File: src/design/vrt_pkg.sv
package vrt_pkg;

    localparam int COORD_W        = 32;
    localparam int DIST_W         = 32;
    localparam int DIST_FRAC_BITS = 16;
    localparam int DIR_FRAC_BITS  = 14;
    localparam int DIR_W          = DIR_FRAC_BITS + 2;

    localparam logic [1:0] KIND_QUERY = 2'd0;
    localparam logic [1:0] KIND_HIT   = 2'd1;
    localparam logic [1:0] KIND_MISS  = 2'd2;

    localparam logic MODE_START  = 1'b0;
    localparam logic MODE_ANSWER = 1'b1;

    typedef struct packed {
        logic                       mode;
        logic signed [COORD_W-1:0]  origin_x;
        logic signed [COORD_W-1:0]  origin_y;
        logic signed [COORD_W-1:0]  origin_z;
        logic signed [DIR_W-1:0]    dir_x;
        logic signed [DIR_W-1:0]    dir_y;
        logic signed [DIR_W-1:0]    dir_z;
        logic                       occupied;
    } vrt_in_t;

    typedef struct packed {
        logic [1:0]                 kind;
        logic signed [COORD_W-1:0]  voxel_x;
        logic signed [COORD_W-1:0]  voxel_y;
        logic signed [COORD_W-1:0]  voxel_z;
    } vrt_out_t;

    typedef enum logic [2:0] {
        ST_IDLE,
        ST_DIV_START,
        ST_DIV_WAIT,
        ST_STEP,
        ST_OUT
    } vrt_state_t;

    typedef struct packed {
        logic       load_start;   // latch origin, cells, signs
        logic       div_start;    // start one division
        logic       div_store;    // store finished quotient
        logic       step;         // take one DDA step
        logic       emit;         // load output register
        logic [1:0] emit_kind;
        logic       clear_active;
    } vrt_cmd_t;

    typedef struct packed {
        logic div_done;
        logic div_last;           // the last of the six divisions has finished
        logic ray_active;
        logic past_reach;         // step about to exceed the reach
    } vrt_status_t;

endpackage

File: src/design/voxel_ray_traversal.sv
// Voxel ray walker. A start transaction sets up the ray with six serial divisions in one
// shared restoring divider and then issues the starting voxel as a query. An occupancy
// answer for an active ray gives a hit, or a DDA step and then a next query or a miss; an
// answer with no active ray is dropped. One transaction is in flight at a time; the input
// stalls until the result has been taken and accepts again the cycle after. max_distance
// is written directly with cfg_we and cfg_data.
module voxel_ray_traversal
    import vrt_pkg::*;
(
    input  logic              clk,
    input  logic              rst_n,
    input  logic              in_valid,
    output logic              in_stall,
    input  vrt_in_t           in_data,
    output logic              out_valid,
    input  logic              out_stall,
    output vrt_out_t          out_data,
    input  logic              cfg_we,
    input  logic [DIST_W-1:0] cfg_data
);
    logic [DIST_W-1:0] max_dist_reg;
    vrt_cmd_t          cmd;
    vrt_status_t       status;

    always_ff @(posedge clk or negedge rst_n)
    begin
        if (!rst_n)
            max_dist_reg <= DIST_W'(524288);
        else if (cfg_we)
            max_dist_reg <= cfg_data;
    end

    vrt_ctrl u_ctrl (
        .clk         (clk),
        .rst_n       (rst_n),
        .in_valid    (in_valid),
        .in_mode     (in_data.mode),
        .in_occupied (in_data.occupied),
        .in_stall    (in_stall),
        .out_valid   (out_valid),
        .out_stall   (out_stall),
        .status      (status),
        .cmd         (cmd)
    );

    vrt_datapath u_dp (
        .clk          (clk),
        .rst_n        (rst_n),
        .in_item      (in_data),
        .max_distance (max_dist_reg),
        .cmd          (cmd),
        .status       (status),
        .out_item     (out_data)
    );
endmodule

File: src/design/vrt_divider.sv
module vrt_divider
    import vrt_pkg::*;
#(
    parameter int NUM_W = 48,
    parameter int DEN_W = 16
) (
    input  logic              clk,
    input  logic              rst_n,
    input  logic              start,
    input  logic [NUM_W-1:0]  num,
    input  logic [DEN_W-1:0]  den,
    output logic              done,
    output logic [NUM_W-1:0]  quot
);
    // Restoring division, one quotient bit per cycle.
    localparam int CNT_W = $clog2(NUM_W + 1);

    logic [NUM_W-1:0] quot_reg, quot_next;
    logic [DEN_W:0]   rem_reg, rem_next;
    logic [DEN_W-1:0] den_reg, den_next;
    logic [CNT_W-1:0] cnt_reg, cnt_next;
    logic             busy_reg, busy_next;
    logic             done_reg, done_next;
    logic [DEN_W:0]   trial;

    always_comb
    begin
        quot_next = quot_reg;
        rem_next  = rem_reg;
        den_next  = den_reg;
        cnt_next  = cnt_reg;
        busy_next = busy_reg;
        done_next = 1'b0;
        trial     = {rem_reg[DEN_W-1:0], quot_reg[NUM_W-1]};
        if (start)
        begin
            quot_next = num;
            rem_next  = '0;
            den_next  = den;
            cnt_next  = CNT_W'(NUM_W);
            busy_next = 1'b1;
        end
        else if (busy_reg)
        begin
            if (trial >= {1'b0, den_reg})
            begin
                rem_next  = trial - {1'b0, den_reg};
                quot_next = {quot_reg[NUM_W-2:0], 1'b1};
            end
            else
            begin
                rem_next  = trial;
                quot_next = {quot_reg[NUM_W-2:0], 1'b0};
            end
            cnt_next = cnt_reg - 1'b1;
            if (cnt_reg == CNT_W'(1))
            begin
                busy_next = 1'b0;
                done_next = 1'b1;
            end
        end
    end

    always_ff @(posedge clk or negedge rst_n)
    begin
        if (!rst_n)
        begin
            busy_reg <= 1'b0;
            done_reg <= 1'b0;
            cnt_reg  <= '0;
        end
        else
        begin
            busy_reg <= busy_next;
            done_reg <= done_next;
            cnt_reg  <= cnt_next;
        end
    end

    always_ff @(posedge clk)
    begin
        quot_reg <= quot_next;
        rem_reg  <= rem_next;
        den_reg  <= den_next;
    end

    assign done = done_reg;
    assign quot = quot_reg;
endmodule

File: src/design/vrt_datapath.sv
module vrt_datapath
    import vrt_pkg::*;
(
    input  logic                clk,
    input  logic                rst_n,
    input  vrt_in_t             in_item,
    input  logic [DIST_W-1:0]   max_distance,
    input  vrt_cmd_t            cmd,
    output vrt_status_t         status,
    output vrt_out_t            out_item
);
    localparam int NUM_W = DIST_W + DIR_FRAC_BITS + 1;
    localparam int MAG_W = DIR_FRAC_BITS + 2;

    logic [COORD_W-1:0]        cell_reg [3];
    logic [DIST_W-1:0]         nb_reg [3];
    logic [DIST_W-1:0]         sp_reg [3];
    logic [2:0]                neg_reg;
    logic [2:0]                dzero_reg;
    logic [DIST_FRAC_BITS-1:0] frac_reg [3];
    logic [MAG_W-1:0]          mag_reg [3];
    logic [DIST_W-1:0]         travelled_reg;
    logic                      active_reg;
    logic [2:0]                div_idx_reg;
    vrt_out_t                  out_reg;

    logic [COORD_W-1:0]  origin [3];
    logic [MAG_W-1:0]    dir [3];
    logic [1:0]          axis;
    logic [NUM_W-1:0]    div_num;
    logic [MAG_W-1:0]    div_den;
    logic                div_done;
    logic [NUM_W-1:0]    div_quot;
    logic [DIST_W-1:0]   div_sat;
    logic [1:0]          div_axis;
    logic                div_is_sp;
    logic [DIST_W-1:0]   nb_sel;
    logic [DIST_W:0]     nb_sum;

    assign origin[0] = in_item.origin_x;
    assign origin[1] = in_item.origin_y;
    assign origin[2] = in_item.origin_z;
    assign dir[0]    = MAG_W'(in_item.dir_x);
    assign dir[1]    = MAG_W'(in_item.dir_y);
    assign dir[2]    = MAG_W'(in_item.dir_z);

    // Divisions run boundary then spacing for x, y and z in turn.
    assign div_axis  = div_idx_reg[2:1];
    assign div_is_sp = div_idx_reg[0];

    always_comb
    begin
        div_den = mag_reg[div_axis];
        if (div_is_sp)
            div_num = NUM_W'(1) << (DIST_FRAC_BITS + DIR_FRAC_BITS);
        else if (neg_reg[div_axis])
            div_num = NUM_W'(frac_reg[div_axis]) << DIR_FRAC_BITS;
        else
            div_num = (NUM_W'(1) << (DIST_FRAC_BITS + DIR_FRAC_BITS))
                    - (NUM_W'(frac_reg[div_axis]) << DIR_FRAC_BITS);
    end

    vrt_divider #(.NUM_W(NUM_W), .DEN_W(MAG_W)) u_div (
        .clk   (clk),
        .rst_n (rst_n),
        .start (cmd.div_start),
        .num   (div_num),
        .den   (div_den),
        .done  (div_done),
        .quot  (div_quot)
    );

    assign div_sat = (|div_quot[NUM_W-1:DIST_W]) ? '1 : div_quot[DIST_W-1:0];

    // Nearest boundary; ties go to z, then y.
    always_comb
    begin
        if (nb_reg[0] < nb_reg[1])
            axis = (nb_reg[0] < nb_reg[2]) ? 2'd0 : 2'd2;
        else
            axis = (nb_reg[1] < nb_reg[2]) ? 2'd1 : 2'd2;
    end

    assign nb_sel = nb_reg[axis];
    assign nb_sum = {1'b0, nb_sel} + {1'b0, sp_reg[axis]};

    assign status.div_done   = div_done;
    assign status.div_last   = div_done && (div_idx_reg == 3'd5);
    assign status.ray_active = active_reg;
    assign status.past_reach = nb_sel > max_distance;

    always_ff @(posedge clk or negedge rst_n)
    begin
        if (!rst_n)
        begin
            active_reg    <= 1'b0;
            travelled_reg <= '0;
            div_idx_reg   <= '0;
            neg_reg       <= '0;
            for (int a = 0; a < 3; a++)
            begin
                cell_reg[a] <= '0;
                nb_reg[a]   <= '0;
                sp_reg[a]   <= '0;
            end
        end
        else
        begin
            if (cmd.load_start)
            begin
                for (int a = 0; a < 3; a++)
                begin
                    cell_reg[a] <= COORD_W'($signed(origin[a]) >>> DIST_FRAC_BITS);
                    neg_reg[a]  <= dir[a][MAG_W-1] || (dir[a] == '0);
                end
                travelled_reg <= '0;
                active_reg    <= 1'b1;
                div_idx_reg   <= '0;
            end
            if (cmd.div_store)
            begin
                if (dzero_reg[div_axis])
                begin
                    if (div_is_sp)
                        sp_reg[div_axis] <= '1;
                    else
                        nb_reg[div_axis] <= '1;
                end
                else if (div_is_sp)
                    sp_reg[div_axis] <= div_sat;
                else
                    nb_reg[div_axis] <= div_sat;
                div_idx_reg <= div_idx_reg + 3'd1;
            end
            if (cmd.step)
            begin
                cell_reg[axis] <= neg_reg[axis] ? cell_reg[axis] - 1'b1
                                                : cell_reg[axis] + 1'b1;
                travelled_reg  <= nb_sel;
                nb_reg[axis]   <= nb_sum[DIST_W] ? '1 : nb_sum[DIST_W-1:0];
            end
            if (cmd.clear_active)
                active_reg <= 1'b0;
        end
    end

    always_ff @(posedge clk)
    begin
        if (cmd.load_start)
        begin
            for (int a = 0; a < 3; a++)
            begin
                frac_reg[a]  <= origin[a][DIST_FRAC_BITS-1:0];
                mag_reg[a]   <= dir[a][MAG_W-1] ? MAG_W'(-dir[a]) : dir[a];
                dzero_reg[a] <= (dir[a] == '0);
            end
        end
        if (cmd.emit)
        begin
            out_reg.kind <= cmd.emit_kind;
            if (cmd.emit_kind == KIND_MISS)
            begin
                out_reg.voxel_x <= '0;
                out_reg.voxel_y <= '0;
                out_reg.voxel_z <= '0;
            end
            else
            begin
                out_reg.voxel_x <= cell_reg[0];
                out_reg.voxel_y <= cell_reg[1];
                out_reg.voxel_z <= cell_reg[2];
            end
        end
    end

    assign out_item = out_reg;
endmodule

File: src/design/vrt_ctrl.sv
module vrt_ctrl
    import vrt_pkg::*;
(
    input  logic        clk,
    input  logic        rst_n,
    input  logic        in_valid,
    input  logic        in_mode,
    input  logic        in_occupied,
    output logic        in_stall,
    output logic        out_valid,
    input  logic        out_stall,
    input  vrt_status_t status,
    output vrt_cmd_t    cmd
);
    vrt_state_t state_reg, state_next;
    logic       ovalid_reg, ovalid_next;
    logic       accept;
    logic       miss_reg, miss_next;
    logic       hit_reg, hit_next;

    assign in_stall  = (state_reg != ST_IDLE) || ovalid_reg;
    assign accept    = in_valid && !in_stall;
    assign out_valid = ovalid_reg;

    always_comb
    begin
        state_next = state_reg;
        case (state_reg)
            ST_IDLE:
            begin
                if (accept)
                begin
                    if (in_mode == MODE_START)
                        state_next = ST_DIV_START;
                    else if (status.ray_active && in_occupied)
                        state_next = ST_OUT;
                    else if (status.ray_active)
                        state_next = ST_STEP;
                end
            end
            ST_DIV_START: state_next = ST_DIV_WAIT;
            ST_DIV_WAIT:
            begin
                if (status.div_last)
                    state_next = ST_OUT;
                else if (status.div_done)
                    state_next = ST_DIV_START;
            end
            ST_STEP: state_next = ST_OUT;
            ST_OUT:  state_next = ST_IDLE;
            default: state_next = ST_IDLE;
        endcase
    end

    always_comb
    begin
        cmd         = '0;
        miss_next   = miss_reg;
        ovalid_next = ovalid_reg && out_stall;
        case (state_reg)
            ST_IDLE:
            begin
                miss_next = 1'b0;
                if (accept && in_mode == MODE_START)
                    cmd.load_start = 1'b1;
                else if (accept && status.ray_active && in_occupied)
                    cmd.clear_active = 1'b1;
            end
            ST_DIV_START: cmd.div_start = 1'b1;
            ST_DIV_WAIT:  cmd.div_store = status.div_done;
            ST_STEP:
            begin
                cmd.step  = 1'b1;
                miss_next = status.past_reach;
                cmd.clear_active = status.past_reach;
            end
            ST_OUT:
            begin
                cmd.emit = 1'b1;
                // Hit clears the ray on acceptance; hit_reg, not the ray state, marks a hit.
                if (miss_reg)
                    cmd.emit_kind = KIND_MISS;
                else if (hit_reg)
                    cmd.emit_kind = KIND_HIT;
                else
                    cmd.emit_kind = KIND_QUERY;
                ovalid_next = 1'b1;
            end
            default: cmd = '0;
        endcase
    end

    always_comb
    begin
        hit_next = hit_reg;
        if (state_reg == ST_IDLE)
            hit_next = accept && in_mode == MODE_ANSWER && status.ray_active && in_occupied;
    end

    always_ff @(posedge clk or negedge rst_n)
    begin
        if (!rst_n)
        begin
            state_reg  <= ST_IDLE;
            ovalid_reg <= 1'b0;
            miss_reg   <= 1'b0;
            hit_reg    <= 1'b0;
        end
        else
        begin
            state_reg  <= state_next;
            ovalid_reg <= ovalid_next;
            miss_reg   <= miss_next;
            hit_reg    <= hit_next;
        end
    end
endmodule

File: config.mk
export PLATFORM = sky130hd
export DESIGN_NAME = voxel_ray_traversal
export DESIGN_NICKNAME = d
export VERILOG_FILES = /design/src/design/vrt_pkg.sv /design/src/design/voxel_ray_traversal.sv /design/src/design/vrt_divider.sv /design/src/design/vrt_datapath.sv /design/src/design/vrt_ctrl.sv
export SDC_FILE = /design/constraint.sdc
export NUM_CORES = 2
export LEC_CHECK = 0
export BUFFER_PORTS_ARGS = -buffer_cell sky130_fd_sc_hd__buf_2
export CAP_MARGIN = 5
export CORE_MARGIN = 1
export CORE_UTILIZATION = 47
export DETAILED_ROUTE_END_ITERATION = 12
export PLACE_DENSITY_LB_ADDON = 0.12
export SYNTH_ARGS = -nofsm -noshare
export SYNTH_HDL_FRONTEND = slang
export SYNTH_SLANG_ARGS = --single-unit
export TNS_END_PERCENT = 100
File: constraint.sdc
create_clock -name clk -period 14.46 [get_ports clk]
set_input_delay 0.723 -clock clk [delete_from_list [all_inputs] [get_ports clk]]
set_output_delay 0.723 -clock clk [all_outputs]
set_load 0.05 [all_outputs]
# Word level (Yosys, flattened, before mapping)
# Memory sizes are Yosys's and may differ from the RTL's. A register that Yosys moved wholly into a read port is not among the register bits.
# Index checks and enable logic that the tools add are counted.
[totals]
register_bits = 505
ram_bits = 96
in_bits = 183
output_inout_bits = 100
elab_cells = 176
n_memories = 2
[mem_list]
columns = ["memory", "depth", "word_bits", "read_ports", "rd_ports_with_merged_regs", "write_ports", "line", "rtl"]
rows = [
  ["u_dp.frac_reg", 3, 16, 1, 0, 3, "vrt_datapath.sv:20", "logic [DIST_FRAC_BITS-1:0] frac_reg [3];"],
  ["u_dp.mag_reg", 3, 16, 1, 1, 3, "vrt_datapath.sv:21", "logic [MAG_W-1:0] mag_reg [3];"],
]
[op_classes]
addsub = 10
n_lt_le_gt_ge = 11
n_eq_ne = 10
muxes = 82
bitwise = 5
n_reduce_logical = 29
[op_table]
columns = ["operator", "count"]
rows = [
  ["$mux W96", 10],
  ["$bwmux W96", 4],
  ["$mux W32", 11],
  ["$bmux W32 S2", 3],
  ["$or A96 B96 Y96", 2],
  ["$mux W47", 4],
  ["$demux W32 S2", 2],
  ["$lt A32 B32 Y1", 3],
  ["$mux W16", 4],
  ["$logic_not A16 Y1", 3],
  ["$neg A16 Y16", 3],
  ["$add A32 B32 Y33", 1],
  ["$add A32 B1 Y32 const B", 1],
  ["$gt A32 B32 Y1", 1],
  ["$sub A31 B30 Y32 const A", 1],
  ["$sub A32 B1 Y32 const B", 1],
  ["$mux W3", 9],
  ["$mux W1", 23],
  ["$ge A17 B16 Y1", 1],
  ["$sub A16 B16 Y16", 1],
  ["$reduce_or A15 Y1", 1],
  ["$logic_and A1 B1 Y1", 12],
  ["$mux W6", 2],
  ["$pmux W3 S4", 1],
  ["other kinds (25)", 43],
]

# Logic depth before layout (Yosys ltp)
[logic_depth]
ltp_word = 11
mapped_depth = 28
mapped_depth_nobuf = 25

# Cells and area by module
# A second synthesis with hierarchy kept.
[unflattened]
hier_cells = 3611
area_unflattened_um2 = 35094.9
[by_module_without_submodules]
columns = ["mod", "n_inst", "cells_per_inst", "area_per_inst_um2", "seq_area_each_um2"]
rows = [
  ["vrt_datapath", 1, 3139, 28934.0, 13297.8],
  ["vrt_divider", 1, 360, 4414.2, 2412.3],
  ["voxel_ray_traversal", 1, 68, 1346.3, 802.0],
  ["vrt_ctrl", 1, 44, 400.4, 150.1],
]

# Least setup slack after synthesis
# OpenSTA, ideal clock, no wires.
[synth_path]
kind = "flip-flop to flip-flop"
start = "register u_dp.nb_reg[39] (netlist name)"
end = "register u_dp.cell_reg[93] (netlist name)"
setup_ns = 0.136
arrival_ns = 5.724
t_required_ns = 14.324
setup_slack_ns = 8.600
stages_incl_launch_ff = 23
path_buffers = 0
synth_period_minus_slack_ns = 5.860
cell_sequence = "dfrtp_1 inv_1 ha_1 nand2_1 nor3_1 a21oi_1 o41ai_1 a21oi_1 nand2_1 nand2_1 o21ai_1 ha_1 a21o_1 a21o_1 a21o_1 a21oi_1 nor2b_1 or4_1 o21ai_2 o31ai_4 a221oi_2 xor2_1 mux2i_1"
[synth_between]
elab_chain_len = 11
elab_cells_between_ends = 20
classes_between = "add/sub: 2; order compare: 4; mux: 12; bitwise: 1; reduce/logical: 1"
[synth_lines]
columns = ["element", "line", "rtl"]
rows = [
  ["start: declaration", "vrt_datapath.sv:16", "logic [DIST_W-1:0] nb_reg [3];"],
  ["start signal: indexed assignment", "vrt_datapath.sv:132", "nb_reg[div_axis] <= div_sat;"],
  ["start signal: indexed assignment", "vrt_datapath.sv:140", "nb_reg[axis] <= nb_sum[DIST_W] ? '1 : nb_sum[DIST_W-1:0];"],
  ["$lt A32 B32 Y1", "vrt_datapath.sv:81", "axis = (nb_reg[1] < nb_reg[2]) ? 2'd1 : 2'd2;"],
  ["$mux W2", "vrt_datapath.sv:81", ""],
  ["$mux W2 (*)", "vrt_datapath.sv:78", "if (nb_reg[0] < nb_reg[1])"],
  ["$not A2 Y3", "vrt_datapath.sv:137, vrt_datapath.sv:138", ""],
  ["$bmux W32 S2", "vrt_datapath.sv:137, vrt_datapath.sv:138", ""],
  ["$mux W32 (implied by the code) (2 in series)", "vrt_datapath.sv:137, vrt_datapath.sv:138", ""],
  ["$add A32 B1 Y32 / $sub A32 B1 Y32 (equally long branches)", "vrt_datapath.sv:138, vrt_datapath.sv:137", ""],
  ["$mux W32", "vrt_datapath.sv:137", "cell_reg[axis] <= neg_reg[axis] ? cell_reg[axis] - 1'b1"],
  ["$bwmux W96 (*)", "vrt_datapath.sv:137", ""],
  ["$mux W96 (*)", "vrt_datapath.sv:135", "if (cmd.step)"],
  ["end signal: indexed assignment", "vrt_datapath.sv:113", "cell_reg[a] <= COORD_W'($signed(origin[a]) >>> DIST_FRAC_BITS);"],
  ["end signal: indexed assignment", "vrt_datapath.sv:137", ""],
  ["end: declaration", "vrt_datapath.sv:15", "logic [COORD_W-1:0] cell_reg [3];"],
]
# Mark *: on every way between the ends. The rest lies on a longest branch, timed or not. The select of a mux whose other input is x is not followed.
# A chain may end at the register's enable or synchronous reset.

# Worst setup path in the final report
[layout_path]
start = "register u_dp.nb_reg[34] (netlist name)"
end = "register u_dp.nb_reg[59] (netlist name)"
[layout_between]
elab_chain_len = 11
elab_cells_between_ends = 20
classes_between = "add/sub: 1; order compare: 4; mux: 13; bitwise: 1; reduce/logical: 1"
[layout_lines]
columns = ["element", "line", "rtl"]
rows = [
  ["$lt A32 B32 Y1", "vrt_datapath.sv:81", ""],
  ["$mux W2", "vrt_datapath.sv:81", ""],
  ["$mux W2", "vrt_datapath.sv:78", ""],
  ["$not A2 Y3", "vrt_datapath.sv:84, vrt_datapath.sv:85, vrt_datapath.sv:140", ""],
  ["$bmux W32 S2, on equally long branches", "vrt_datapath.sv:84, vrt_datapath.sv:85", ""],
  ["$mux W32, on equally long branches (2 in series)", "vrt_datapath.sv:84, vrt_datapath.sv:85", ""],
  ["$add A32 B32 Y33", "vrt_datapath.sv:85", "assign nb_sum = {1'b0, nb_sel} + {1'b0, sp_reg[axis]};"],
  ["$mux W32", "vrt_datapath.sv:140", ""],
  ["$bwmux W96 (*)", "vrt_datapath.sv:140", ""],
  ["$mux W96 (*)", "vrt_datapath.sv:135", ""],
]
# Marked as above.

==> out/qor.yml <==
cts_max_level: 3
routed_via_density: 5.853
coreArea_um2: 71360
clkPwrFrac: 0.478
rr_worst_depth: 27
post-route-period-util: 0.4952
fillCellCount: 6427
avgSynthCellArea_um2: 9.819
cts_resized: 0
io_pins: 283
clock_skew_ns: 0.02129
antenna_found_initial: 3
cp_max_fo: 30
synth-seq-cells: 617
via_count: 27170
critPathRequiredTime_ns: 14.91
r2r_end: "u_dp.nb_reg[59]$_DFF_PN0_"
critPathKind: "reg2reg"
synth_cells: 3446
ant_nets: 0
syn-cell-area_um2: 33840
cts-root-buf: "clkbuf_16"
synth_commonest_cells: "nand2_1 (451), dfrtp_1 (340), o21ai_0 (299), edfxtp_1 (260), nor2_1 (229)"
p_int_w: 0.002889
syn_to_final_growth_pct: 13.23
synthArstFlopShare: 0.5527
fin_util: 0.5369
drcViolationCount: 0
synthesis.nets: 3843
clock_sinks: 617
place.detailed.hpwl_um: 65690
netSwitchingFraction: 0.2201
die_h_um: 270.3
hold_violations: 0
yosysSeqAreaShare: 0.4924
yosys_warnings: 0
grt_first_pass_wirelength_um: 151300
synth.largest_area_cell: "dfrtp_1"
routedWlPerCell_um: 20.85
io_buffers: 282
min_period_ns: 7.160
drtPass1Iterations: 6
first_global_vias: 26830
yosysTopAreaCellShare: 0.2515
power_density_nw_per_um2: 96.67
min_path_type: "in2async"
yosysMostFrequentCell: "nand2_1"
slew_headroom: 0.1933
grt.overflow.total: 0
cts_tree: "yes"
end_kind: "flop"
largest_reg_flops: 98
grt_usage: 0.2619
p_leak_nw: 16.52
nNetsFinal: 4029
startpoint_type: "flop"
outcome: "completed"
numCtsBuffers: 69
yosysUniqueCellTypes: 78
clk_pin_slew_worst_paths_ns: 0.06
ir_worst_vdd_mv: 0.09687
die_w_um: 270.3
start_util: 0.4741
finalWorstSetupSlack_ns: 7.300
seqPwrFrac: 0.495
pwr-share-comb: 0.027
r2r_slack_ns: 7.30
worst_pin_slew_ns: 1.207
final-max-slew-violation-count: 0
grt_max_degree: 170
holdBufCountCts: 0
rsz0062_at_grt: "false"
setup_tns_ns: 0
cap_viol_max_count: 0
synth-edff-count: 260
post_cts_buffers: 0
dieArea_um2: 73070
num_rows: 98
r2r_start: "u_dp.nb_reg[34]$_DFF_PN0_"
clockBufferDepth: 3
timing.fmax_mhz: 139.7
insertion_delay_ns: 0.63
ys_top_cells_by_area: "dfrtp_1 (25%), edfxtp_1 (23%), ha_1 (7.8%), nand2_1 (5.0%), o21ai_0 (4.4%)"
routabilityCongestion: 0.9284
finalWirelength_um: 96770
synthFlopType: "dfrtp_1"
drtIter0Drc: 2362
p_sw_w: 0.0008151
dpl_worst_slack_ns: 7.347
post_route_cells_drive_above_1_share: 0.1285
setup_viol_count_final: 0
critPathArrivalTime_ns: 7.61
[cell families after synthesis]
| kind of cell | share of synthesized area |
|---|---|
| compound gates | 0.2001 |
| xor+xnor | 0.03261 |
| buf+inv | 0.03968 |
| flops | 0.4924 |
| simple gates | 0.1417 |
| mux | 0.01368 |
| fa+ha+maj | 0.07980 |
[metrics by stage]
stage / std cells / hold slack [ns] / instance area (um^2) / power [W]
floorplan: 3446 / 0.4274 / 33840 / 0.001902
global placement: 4511 / 0.4848 / 36050 / 0.001964
detailed placement: 4511 / 0.4971 / 36050 / 0.001968
CTS: 4639 / 0.1596 / 38310 / 0.003741
global route: 4641 / 0.1889 / 38310 / 0.003823
finish: 4641 / 0.1263 / 38310 / 0.003704
[placed cells by master, fill, tap and decap left out, types with 10 or more instances in the layout]
cell / n
a211oi_1: 41
a21o_1: 54
a21oi_1: 221
a22o_1: 17
a22oi_1: 64
a31oi_1: 34
and2_1: 36
and3_1: 32
and4_1: 11
buf_2: 281
buf_4: 28
clkbuf_1: 15
clkbuf_16: 69
clkinv_2: 14
dfrtp_1: 338
dfxtp_1: 16
edfxtp_1: 260
ha_1: 211
inv_1: 157
mux2i_1: 44
nand2_1: 447
nand2b_1: 33
nand3_1: 22
nand4_1: 27
nor2_1: 221
nor2b_1: 116
nor3_1: 22
o211ai_1: 95
o21a_1: 12
o21ai_0: 299
o22a_1: 99
o22ai_1: 34
o31ai_1: 15
or2_2: 10
xnor2_1: 91
xor2_1: 35
[critical path: stages, from the launching register on]
cell and delay, ns:
dfrtp_1 0.41, inv_1 0.06, ha_1 0.30, nand2_1 0.06
o21ai_0 0.25, a21oi_1 0.20, o41ai_1 0.62, a21oi_1 0.24
nand2_1 0.14, nand2_2 0.36, buf_4 0.43, nor2_1 0.14
nor2_1 0.06, ha_1 0.22, fa_1 0.41, a21o_1 0.17
a21o_1 0.20, a21oi_1 0.28, o211ai_1 0.17, a31oi_2 0.37
o21ai_1 0.16, a221o_1 0.38, a221oi_1 0.47, a211oi_4 0.11
buf_4 0.32, nand2b_1 0.26, nand2_1 0.08, o21ai_0 0.10
[final cells by class]
type / count / area [um^2] / area share
Antenna cell: 2 / 5.005 / 0.0001306
Timing Repair Buffer: 311 / 1652 / 0.04311
Sequential cell: 617 / 16660 / 0.4349
Inverter: 159 / 603.1 / 0.01574
Clock inverter: 36 / 367.9 / 0.009601
Clock buffer: 92 / 1893 / 0.04941
Tap cell: 950 / 1189 / 0.03102
Multi-Input combinational cell: 2474 / 15940 / 0.4160
[layer usage]
| metal | share of wire | up-vias | track usage |
|---|---|---|---|
| li1 | - | 12800 | - |
| met4 | 0.028 | 2 | 0.09203 |
| met2 | 0.48 | 904 | 0.4284 |
| met3 | 0.054 | 153 | 0.03530 |
| met5 | 0.00011 | - | 0 |
| met1 | 0.44 | 13300 | 0.3566 |
[how the worst max path moves through the flow]
stage,startpoint,end,slack (ns),cells after the start
final,u_dp.nb_reg[34]$_DFF_PN0_,u_dp.nb_reg[59]$_DFF_PN0_,7.30,27
after global placement,u_dp.nb_reg[34]$_DFF_PN0_,u_dp.nb_reg[53]$_DFF_PN0_,7.50,27
after CTS,u_dp.nb_reg[34]$_DFF_PN0_,u_dp.nb_reg[59]$_DFF_PN0_,7.37,27
after floorplan,u_dp.nb_reg[39]$_DFF_PN0_,u_dp.cell_reg[93]$_DFF_PN0_,8.60,22
after global routing,u_dp.nb_reg[34]$_DFF_PN0_,u_dp.nb_reg[59]$_DFF_PN0_,6.88,27
after detailed placement,u_dp.nb_reg[34]$_DFF_PN0_,u_dp.nb_reg[59]$_DFF_PN0_,7.35,27
[power by group through the flow]
stage | Sequential [W] | Combinational [W] | Clock (W)
after global routing | 0.00183 | 0.000113 | 0.00188
after CTS | 0.00183 | 0.000102 | 0.00181
after global placement | 0.00187 | 0.0000986 | 0
after detailed placement | 0.00187 | 0.000102 | 0
after floorplan | 0.00187 | 0.0000362 | 0
final | 0.00183 | 0.000100 | 0.00177
Power figures use the tool's default switching activity.
